File: config.mk
export PLATFORM = sky130hd
export DESIGN_NAME = urrs_ring
export DESIGN_NICKNAME = d
export VERILOG_FILES = /design/src/rtl/urrs_pkg.sv /design/src/rtl/urrs_ring.sv
export SDC_FILE = /design/constraint.sdc
export NUM_CORES = 1
export LEC_CHECK = 0
export ABC_AREA = 0
export BUFFER_PORTS_ARGS = -buffer_cell sky130_fd_sc_hd__buf_2
export CAP_MARGIN = 15
export CELL_PAD_IN_SITES_DETAIL_PLACEMENT = 1
export CELL_PAD_IN_SITES_GLOBAL_PLACEMENT = 1
export CORE_MARGIN = 1.5
export CORE_UTILIZATION = 34
export CTS_BUF_LIST = sky130_fd_sc_hd__clkbuf_16
export DETAILED_ROUTE_END_ITERATION = 12
export PLACE_DENSITY = 0.82
export SKIP_LAST_GASP = 1
export SLEW_MARGIN = 20
export SYNTH_ARGS = -nofsm -noshare
export SYNTH_HDL_FRONTEND = slang
export SYNTH_SLANG_ARGS = --single-unit
File: constraint.sdc
create_clock -name clk -period 2.3 [get_ports clk]
set_clock_uncertainty 0.15 [all_clocks]
set_input_delay 0.23 -clock clk [delete_from_list [all_inputs] [get_ports clk]]
set_output_delay 0.23 -clock clk [all_outputs]
set_load 0.01 [all_outputs]
File: src/rtl/urrs_pkg.sv
// Shared types and constants for the undo/redo ring stack unit.
package urrs_pkg;

  localparam int HISTORY_DEPTH = 128;
  localparam int PTR_W = $clog2(HISTORY_DEPTH);
  localparam int CNT_W = $clog2(HISTORY_DEPTH + 1);

  // command codes
  localparam logic [1:0] CMD_PUSH = 2'd0;
  localparam logic [1:0] CMD_UNDO = 2'd1;
  localparam logic [1:0] CMD_REDO = 2'd2;

  // one edit record as held in either stack memory
  typedef struct packed {
    logic        kind;
    logic [11:0] x;
    logic [11:0] y;
    logic [3:0]  layer;
    logic [15:0] oldv;
    logic [15:0] newv;
  } rec_t;

  localparam int REC_W = $bits(rec_t);

  // pointer update request for one ring
  typedef struct packed {
    logic push;
    logic pop;
    logic clear;
  } ring_op_t;

  typedef logic [PTR_W-1:0] ptr_t;
  typedef logic [CNT_W-1:0] cnt_t;

endpackage

File: src/rtl/urrs_ring.sv
// Top pointer and saturating count of one ring stack.
module urrs_ring
  import urrs_pkg::*;
(
  input  logic     clk,
  input  logic     rst_n,
  input  ring_op_t op,
  output ptr_t     top_r,
  output ptr_t     pop_addr,
  output cnt_t     count_r,
  output cnt_t     count_nxt
);

  localparam ptr_t LAST = PTR_W'(HISTORY_DEPTH - 1);
  localparam cnt_t FULL = CNT_W'(HISTORY_DEPTH);

  ptr_t top_nxt;

  // entry below the top, wrapping to the last slot
  assign pop_addr = (top_r == '0) ? LAST : top_r - 1'b1;

  // next pointer and count
  always_comb begin
    top_nxt   = top_r;
    count_nxt = count_r;
    if (op.clear) begin
      top_nxt   = '0;
      count_nxt = '0;
    end else if (op.push) begin
      top_nxt = (top_r == LAST) ? '0 : top_r + 1'b1;
      if (count_r != FULL) begin
        count_nxt = count_r + 1'b1;
      end
    end else if (op.pop) begin
      top_nxt   = pop_addr;
      count_nxt = count_r - 1'b1;
    end
  end

  always_ff @(posedge clk) begin
    if (!rst_n) begin
      top_r   <= '0;
      count_r <= '0;
    end else begin
      top_r   <= top_nxt;
      count_r <= count_nxt;
    end
  end

  // a pop is only issued on a non-empty ring
  a_pop_nonempty: assert property (@(posedge clk) disable iff (!rst_n)
    op.pop |-> count_r != '0)
    else $error("pop on empty ring");

  // count saturates at the depth
  a_count_bound: assert property (@(posedge clk) disable iff (!rst_n)
    count_r <= FULL)
    else $error("ring count above depth");

endmodule

==> flow_summary.ini, run 1 <==
[synth]
synth_edf_count = 0
synth-seq-cells = 15
synth_commonest_cells = 20 x nor2_1, 15 x dfxtp_1, 11 x inv_1, 11 x nand2_1, 9 x a21oi_1
synth_area_sq_mm = 0.00127
ys_seq_area_share_pct = 23.6
syn_avg_cell_area_sq_um = 7.87
syn_nets = 173
synth_area_leaders = dfxtp_1 24%, ha_1 5.9%, nor2_1 5.9%, clkbuf_8 4.3%, a21oi_1 3.5%
synth_area_leader_cell = dfxtp_1
synth_top_area_share_pct = 23.6
yosysMostFrequentCell = nor2_1
synth_cell_type_count = 42
synthCells = 162
ys_warn_count = 0
async_flop_share_pct = 0
synth_ff_type = dfxtp_1

[floorplan]
fp.coreArea_sq_mm = 0.00363
num_rows = 22
die_area_sq_mm = 0.00413
die_x_microns = 64.2
ioPinCount = 35
die-height_microns = 64.2
start_util_pct = 35.1

[worst_setup_path]
cp.depth = 5
worst_path_max_delay_cell = or4b_4
slowest_delay_ps = 550
cp-end-kind = output pin
critPathBufInv = 1
crit_chain = or4b_4, or4_4, nand3_2, nor3b_2, buf_2
cp.arrival_ps = 1940
timing.rr.start = top_r[4]
cp_top_family = simple AND/OR/NAND/NOR gates
ff2ff_path_depth = 4
critPathLaunch = count_r[1]
required_ps = 1920
worstPathMaxFanout = 3
critical_path_class = reg2out
start_kind = flip-flop

[final_layout]
design_area_sq_mm = 0.00159
n_fill_cell = 488
drive_gt1_share_pct = 32.7
area_growth_pct = 24.5
fin_cells = 250
multi_input_area_sq_um = 853
antenna_cells = 0
nets = 214
regArea_sq_um = 300

[pwr]
p_leak_nw = 0.699
power.density_mw_per_mm2 = 555
p_total_mw = 0.882
irDropWorstVdd_mv = 0.276

[routing]
vias = 1321
routed_wl_microns = 3700
drc_errors = 0
dr.pass1.iters = 4
ant_nets = 0
viasPerCell = 5.28
drtIter0Drc = 51
wl_per_cell_microns = 14.8

[grt]
antenna_found_initial = 0
grt_use_total_pct = 19.0
grt_max_degree = 18
grt_pass1_wl_microns = 6260
overflow = 0
grt_pass1_vias = 1320

[clocking]
cts_max_level = 1
max-clock-path-buffers = 2
clk_pin_slew_ps = 50
post-cts-setup-buffer-count = 0
cts_tree = yes
root_buffer = clkbuf_16
cts_sinks = 15
clock_latency_ps = 250
cts_buffers = 3

[timing]
finalSetupViolations = 1
post-route-min-period_ps = 2320
hold_slack_ps = 77.2
rsz0062_at_grt = yes
slew_headroom_pct = 68.4
hold_viol = 0
worst_pin_slew_ps = 470
period_share_pct = 101
fin_ws_ps = -23.4
slew_violations = 0
max_freq_mhz = 430

[placed_design]
pre_cts_slack_ps = 14.4
hpwl_microns = 2840
placed_cells = 246
place.gp.congestion = 0.782
place_area_sq_mm = 0.00148
io_buffer_count = 34

[run_status]
status = finished with violations
failed_checks = setup timing

[job]
cap_viol_max_count = 0

[min_path]
min-delay-start = rst_n
hold_class = in2reg
whs_path_depth = 2
-- cells by family (layout without fill, tap and decap cells) --
group                    after synthesis  count (layout)  share of synthesized area [%]
AO/OA/AOI/OAI                         35              35                           17.5
flip-flops                            15              15                           23.6
adder cells (fa/ha/maj)                6               6                           5.89
multiplexers                           3               3                           2.65
XOR/XNOR                               6               6                           4.12
buffers and inverters                 20              60                           12.0
AND/OR/NAND/NOR                       77              77                           34.3
-- layout make-up --
type                            count  share of cell area [%]
Inverter                           11                    2.60
Clock inverter                      1                   0.315
Timing Repair Buffer               45                    15.9
Multi-Input combinational cell    127                    53.7
Sequential cell                    15                    18.9
Tap cell                           48                    3.78
Clock buffer                        3                    4.73
-- registers in the layout, summed over array words and instances, names as in the netlist --
signal / flops
top_r: 7
count_r: 8
-- cells in the final DEF, fill, tap and decap left out, drive strengths merged, types with 8 or more instances in the layout --
cell type  count
a21oi          9
buf           45
dfxtp         15
inv           11
nand2         11
nor2          20
o21ai          8
-- layer usage --
metal,routed length (microns),part of all wire [%],GRT usage [%]
met4,34,0.92,4.79
met3,112,3.0,2.11
met2,1870,51,35.4
met5,0,0,0
met1,1680,45,23.0
-- power breakdown --
group / total, mW / switching, mW / leakage [nW] / internal, mW
clock network: 0.349 / 0.116 / 0.0409 / 0.233
registers: 0.287 / 0.0146 / 0.122 / 0.272
logic: 0.246 / 0.137 / 0.536 / 0.109
-- final timing paths --
path	slack, ps	to
hold reg to reg	470	count_r[7]
setup reg to reg	340	top_r[3]
setup / recovery	-20	count_nxt[5]
hold / removal	80	count_r[1]
-- repair_timing --
item	CTS	global route
setup endpoints to repair	2	3
hold buffers	0	0
gates resized for setup	5	2
cloned	0	0
-- per-stage QoR --
| stage | utilization, % | setup TNS, ps |
|---|---|---|
| final | 43.7 | -23.4 |
| after global routing | 43.7 | -143 |
| after CTS | 43.4 | -42.5 |
| after detailed placement | 40.6 | 0 |
| after global placement | 40.6 | 0 |
| after floorplan | - | 0 |
(Power assumes the default switching activity.)
==> run 2: changes to the inputs <==
--- a/config.mk
+++ b/config.mk
@@ -14,7 +14,7 @@
 export CORE_UTILIZATION = 34
 export CTS_BUF_LIST = sky130_fd_sc_hd__clkbuf_16
 export DETAILED_ROUTE_END_ITERATION = 12
-export PLACE_DENSITY = 0.82
+export PLACE_DENSITY = 0.76
 export SKIP_LAST_GASP = 1
 export SLEW_MARGIN = 20
 export SYNTH_ARGS = -nofsm -noshare
==> run 2 against run 1 <==
- the flow still finishes with violations (setup timing)
- clock power is 2% lower
- via count is 4.6% higher
- hold slack hardly changed
- largest power group unchanged
- total power is 0.53% lower
- global-route usage is 2.0 points higher
- critical path type unchanged
- highest routed layer unchanged
- cell area is 0.71% lower
==> flow_summary.ini, run 2 (synthesis results as in run 1) <==
[min_path]
min-delay-start = rst_n
whs_path_depth = 2
holdPathEnd = count_r[1]
hold_class = in2reg

[clocking]
max-clock-path-buffers = 2
clk_pin_slew_ps = 50
root_buffer = clkbuf_16
clock_latency_ps = 250
holdBufCountCts = 0
cts_tree = yes
cts_buffers = 3
cts_max_level = 1
cts_sinks = 15

[final_layout]
reg_top3 = count_r (8), top_r (7)
nets = 212
design_area_sq_mm = 0.00158
regArea_sq_um = 302
layout_commonest_cell = buf_2
area_growth_pct = 23.7
multi_input_area_sq_um = 857
antenna_cells = 0
n_fill_cell = 486
drive_gt1_share_pct = 32.5
layout_common_cells = 34 x buf_2, 20 x nor2_1, 14 x dfxtp_1
top_register = count_r
largest_reg_flops = 8

[worst_setup_path]
crit_chain = or4b_4, nor3b_1, a41oi_1, mux2_2, buf_2
start_kind = flip-flop
required_ps = 1920
cp.arrival_ps = 1930
r2r_end = top_r[0]
worstPathMaxFanout = 3
ff2ff_path_depth = 4
critical_path_class = reg2out
timing.rr.start = top_r[4]
r2r_setup_slack_ps = 310
cp-end-kind = output pin
worst_path_max_delay_cell = or4b_4
slowest_delay_ps = 550

[job]
cap_viol_max_count = 0

[grt]
grt_pass1_wl_microns = 6700
antenna_found_initial = 0
grt_use_total_pct = 21.1
overflow = 0
grt_max_degree = 26
grt_pass1_vias = 1330

[pwr]
p_leak_nw = 0.695
p_total_mw = 0.877
irDropWorstVdd_mv = 0.178
p_switching_mw = 0.267
power_frac_comb_pct = 28.1
pwr-share-clk_pct = 39.0
power.share.sequential_pct = 32.9
power.density_mw_per_mm2 = 556
swShare_pct = 30.4
p_int_mw = 0.610

[floorplan]
ioPinCount = 35
num_rows = 22
fp.coreArea_sq_mm = 0.00363
die-height_microns = 64.2
die_x_microns = 64.2
start_util_pct = 35.1
die_area_sq_mm = 0.00413

[placed_design]
io_buffer_count = 34
place.gp.congestion = 0.802
place_area_sq_mm = 0.00146
hpwl_microns = 2960
pre_cts_slack_ps = 37.2

[routing]
routed_wl_microns = 4120
dr.pass1.iters = 4
drc_errors = 0
wl_per_cell_microns = 16.6
viasPerCell = 5.57
drtIter0Drc = 59
vias = 1382
ant_nets = 0

[timing]
slew_headroom_pct = 69.6
rsz0062_at_grt = yes
worst_pin_slew_ps = 452
post-route-min-period_ps = 2310
finalSetupViolations = 2
period_share_pct = 100
fin_setup_tns_ps = -17.4
fin_ws_ps = -8.94
hold_viol = 0
max_freq_mhz = 433
hold_slack_ps = 77.2
slew_violations = 0

[run_status]
status = finished with violations
failed_checks = setup timing
==> run 2: cell count changes in the layout (fill, tap and decap cells not counted), sizes merged <==
cell | previous run | this run
buf | 45 | 43
clkinv | 1 | 0
inv | 11 | 12
==> run 2: critical path, delay by kind of cell, from the launching register on <==
kind	cells	cell delay, ps
simple gates	2	810
mux	1	320
flops	1	310
buf+inv	1	140
compound gates	1	110
==> run 2: worst max path at each step <==
stage | from | to | slack [ps] | cells after the start
after floorplan | top_r[1] | top_r[3] | 3 | 7
after CTS | count_r[1] | count_nxt[5] | -30 | 5
after detailed placement | count_r[1] | count_nxt[5] | 40 | 5
final | count_r[1] | count_nxt[7] | -9 | 5
after global routing | count_r[1] | count_nxt[5] | -80 | 5
after global placement | count_r[1] | count_nxt[5] | 70 | 5
==> run 2: cell type report <==
class / count / area share (%)
multi-input combinational: 127 / 54.4
sequential: 15 / 19.1
timing repair buffer: 43 / 15.1
clock buffer: 3 / 4.76
tap: 48 / 3.81
inverter: 11 / 2.62
clock inverter: 1 / 0.238
==> run 2: what timing repair did <==
| action | CTS | global route |
|---|---|---|
| resized for setup | 6 | 3 |
| setup endpoints to repair | 2 | 4 |
| setup buffers | 0 | 0 |
==> run 2: power by group through the flow <==
stage	Sequential [mW]	Combinational [mW]	Clock (mW)
floorplan	0.297	0.164	0
global placement	0.291	0.229	0
detailed placement	0.292	0.238	0
CTS	0.288	0.246	0.346
global route	0.290	0.273	0.363
finish	0.288	0.247	0.342
==> run 2: metrics by stage <==
step                util, %  cells
CTS                    43.1    248
global placement       40.2    244
floorplan                 -    162
detailed placement     40.2    244
finish                 43.4    248
global route           43.4    248
==> run 2: layer usage <==
layer | routed length, microns | global-route usage [%] | share of wire, % | vias up
met5 | 0 | 0 | 0 | -
met1 | 1820 | 26.5 | 44 | 682
met4 | 34 | 5.59 | 0.82 | 0
met3 | 204 | 3.35 | 4.9 | 4
met2 | 2060 | 37.1 | 50 | 38
li1 | - | - | - | 658
==> run 3: changes to the inputs <==
--- a/config.mk
+++ b/config.mk
@@ -8,13 +8,11 @@
 export ABC_AREA = 0
 export BUFFER_PORTS_ARGS = -buffer_cell sky130_fd_sc_hd__buf_2
 export CAP_MARGIN = 15
-export CELL_PAD_IN_SITES_DETAIL_PLACEMENT = 1
-export CELL_PAD_IN_SITES_GLOBAL_PLACEMENT = 1
 export CORE_MARGIN = 1.5
-export CORE_UTILIZATION = 34
+export CORE_UTILIZATION = 35
 export CTS_BUF_LIST = sky130_fd_sc_hd__clkbuf_16
 export DETAILED_ROUTE_END_ITERATION = 12
-export PLACE_DENSITY = 0.76
+export PLACE_DENSITY = 0.59
 export SKIP_LAST_GASP = 1
 export SLEW_MARGIN = 20
 export SYNTH_ARGS = -nofsm -noshare
==> run 3 against run 2 <==
- the flow still finishes with violations (setup timing)
- die area decreased by 2.7%
- utilization increased by 2.7 points
- first-iteration DRC count decreased by 12%
- largest power group unchanged
- total power about the same
==> flow_summary.ini, run 3 (synthesis results as in run 1) <==
[final_layout]
area_growth_pct = 23.6
multi_input_area_sq_um = 843
drive_gt1_share_pct = 31.7
antenna_cells = 0
n_fill_cell = 367
layout_common_cells = 34 x buf_2, 20 x nor2_1, 15 x dfxtp_1
largest_reg_flops = 8
nets = 214
top_register = count_r
layout_commonest_cell = buf_2
reg_top3 = count_r (8), top_r (7)
regArea_sq_um = 300

[pwr]
p_total_mw = 0.877
irDropWorstVdd_mv = 0.281
power.density_mw_per_mm2 = 557
p_leak_nw = 0.700

[timing]
period_share_pct = 102
hold_viol = 0
slew_headroom_pct = 66.6
fin_setup_tns_ps = -43.3
rsz0062_at_grt = yes
worst_pin_slew_ps = 496
slew_violations = 0
fin_ws_ps = -43.3
hold_slack_ps = 68.4
post-route-min-period_ps = 2340
max_freq_mhz = 427
finalSetupViolations = 1

[grt]
grt_pass1_wl_microns = 5750
overflow = 0
antenna_found_initial = 0
grt_pass1_vias = 1265
grt_max_degree = 26
grt_use_total_pct = 17.4

[worst_setup_path]
crit_chain = or4b_4, or4_4, a21oi_2, nor3b_2, buf_2
slowest_delay_ps = 550
worst_path_max_delay_cell = or4b_4
ff2ff_path_depth = 4
worstPathMaxFanout = 3
timing.rr.start = top_r[4]
critical_path_class = reg2out
r2r_end = top_r[3]
start_kind = flip-flop
r2r_setup_slack_ps = 350
cp.arrival_ps = 1960
required_ps = 1920
cp-end-kind = output pin

[placed_design]
hpwl_microns = 2460
pre_cts_slack_ps = 58.0
io_buffer_count = 34
place.gp.congestion = 0.798

[routing]
drtIter0Drc = 52
ant_nets = 0
drc_errors = 0
routed_wl_microns = 3300
viasPerCell = 5.29
dr.pass1.iters = 4
vias = 1311
wl_per_cell_microns = 13.3

[job]
cap_viol_max_count = 0

[floorplan]
start_util_pct = 37.3
ioPinCount = 35
fp.coreArea_sq_mm = 0.00342
die_area_sq_mm = 0.00401
die_x_microns = 63.4
num_rows = 21
die-height_microns = 63.4

[clocking]
root_buffer = clkbuf_16
post-cts-setup-buffer-count = 0
cts_buffers = 3
max-clock-path-buffers = 2
cts_max_level = 1
clk_pin_slew_ps = 50
cts_tree = yes
clock_latency_ps = 250
cts_sinks = 15

[min_path]
hold_class = in2reg
min-delay-start = rst_n
whs_path_depth = 2
holdPathEnd = count_r[1]

[run_status]
status = finished with violations
failed_checks = setup timing
run 3: final cells by class:
type | instances | share of cell area [%]
tap | 46 | 3.65
clock buffer | 3 | 4.77
timing repair buffer | 45 | 16.0
sequential | 15 | 19.1
multi-input combinational | 127 | 53.5
inverter | 11 | 2.62
clock inverter | 1 | 0.318
run 3: worst max-delay path: cells and delay by family (launching register included):
kind,cells,cell delay [ps]
and+or+nand+nor,3,1060
AOI/OAI and AO/OA,1,200
DFF,1,310
buffers and inverters,1,140
run 3: stage by stage:
stage	area, sq um	utilization (%)	instances
2_1_floorplan	1270	-	162
3_3_place_gp	1470	43.2	244
3_5_place_dp	1470	43.2	244
4_1_cts	1580	46.1	248
5_1_grt	1580	46.1	248
6_report	1580	46.1	248
run 3: timing repair:
item / CTS / global route
gates cloned: 0 / 0
hold buffers: 0 / 0
resized for setup: 5 / 0
setup endpoints to repair: 2 / 2
run 3: how the worst max path moves through the flow:
stage                    start           end  slack [ps]  cells past startpoint
global placement    count_r[1]  count_nxt[5]          60                      5
finish              count_r[1]  count_nxt[5]         -40                      5
floorplan             top_r[1]      top_r[3]           3                      7
CTS                 count_r[1]  count_nxt[5]         -10                      5
global route        count_r[1]  count_nxt[5]        -100                      5
detailed placement  count_r[1]  count_nxt[5]          60                      5
run 3: layer usage:
| metal | share of wire (%) | vias to the layer above | wire length, microns | global-route usage (%) |
|---|---|---|---|---|
| met3 | 5.5 | 2 | 182 | 2.86 |
| met2 | 48 | 36 | 1570 | 28.9 |
| met1 | 46 | 611 | 1530 | 23.7 |
| met5 | 0 | - | 0 | 0 |
| met4 | 0.55 | 0 | 18 | 3.80 |
| li1 | - | 662 | - | - |
run 3: power breakdown:
group	leakage (nW)	switching, mW	internal, mW
Sequential	0.122	0.0117	0.272
Clock	0.0409	0.120	0.233
Combinational	0.537	0.134	0.106
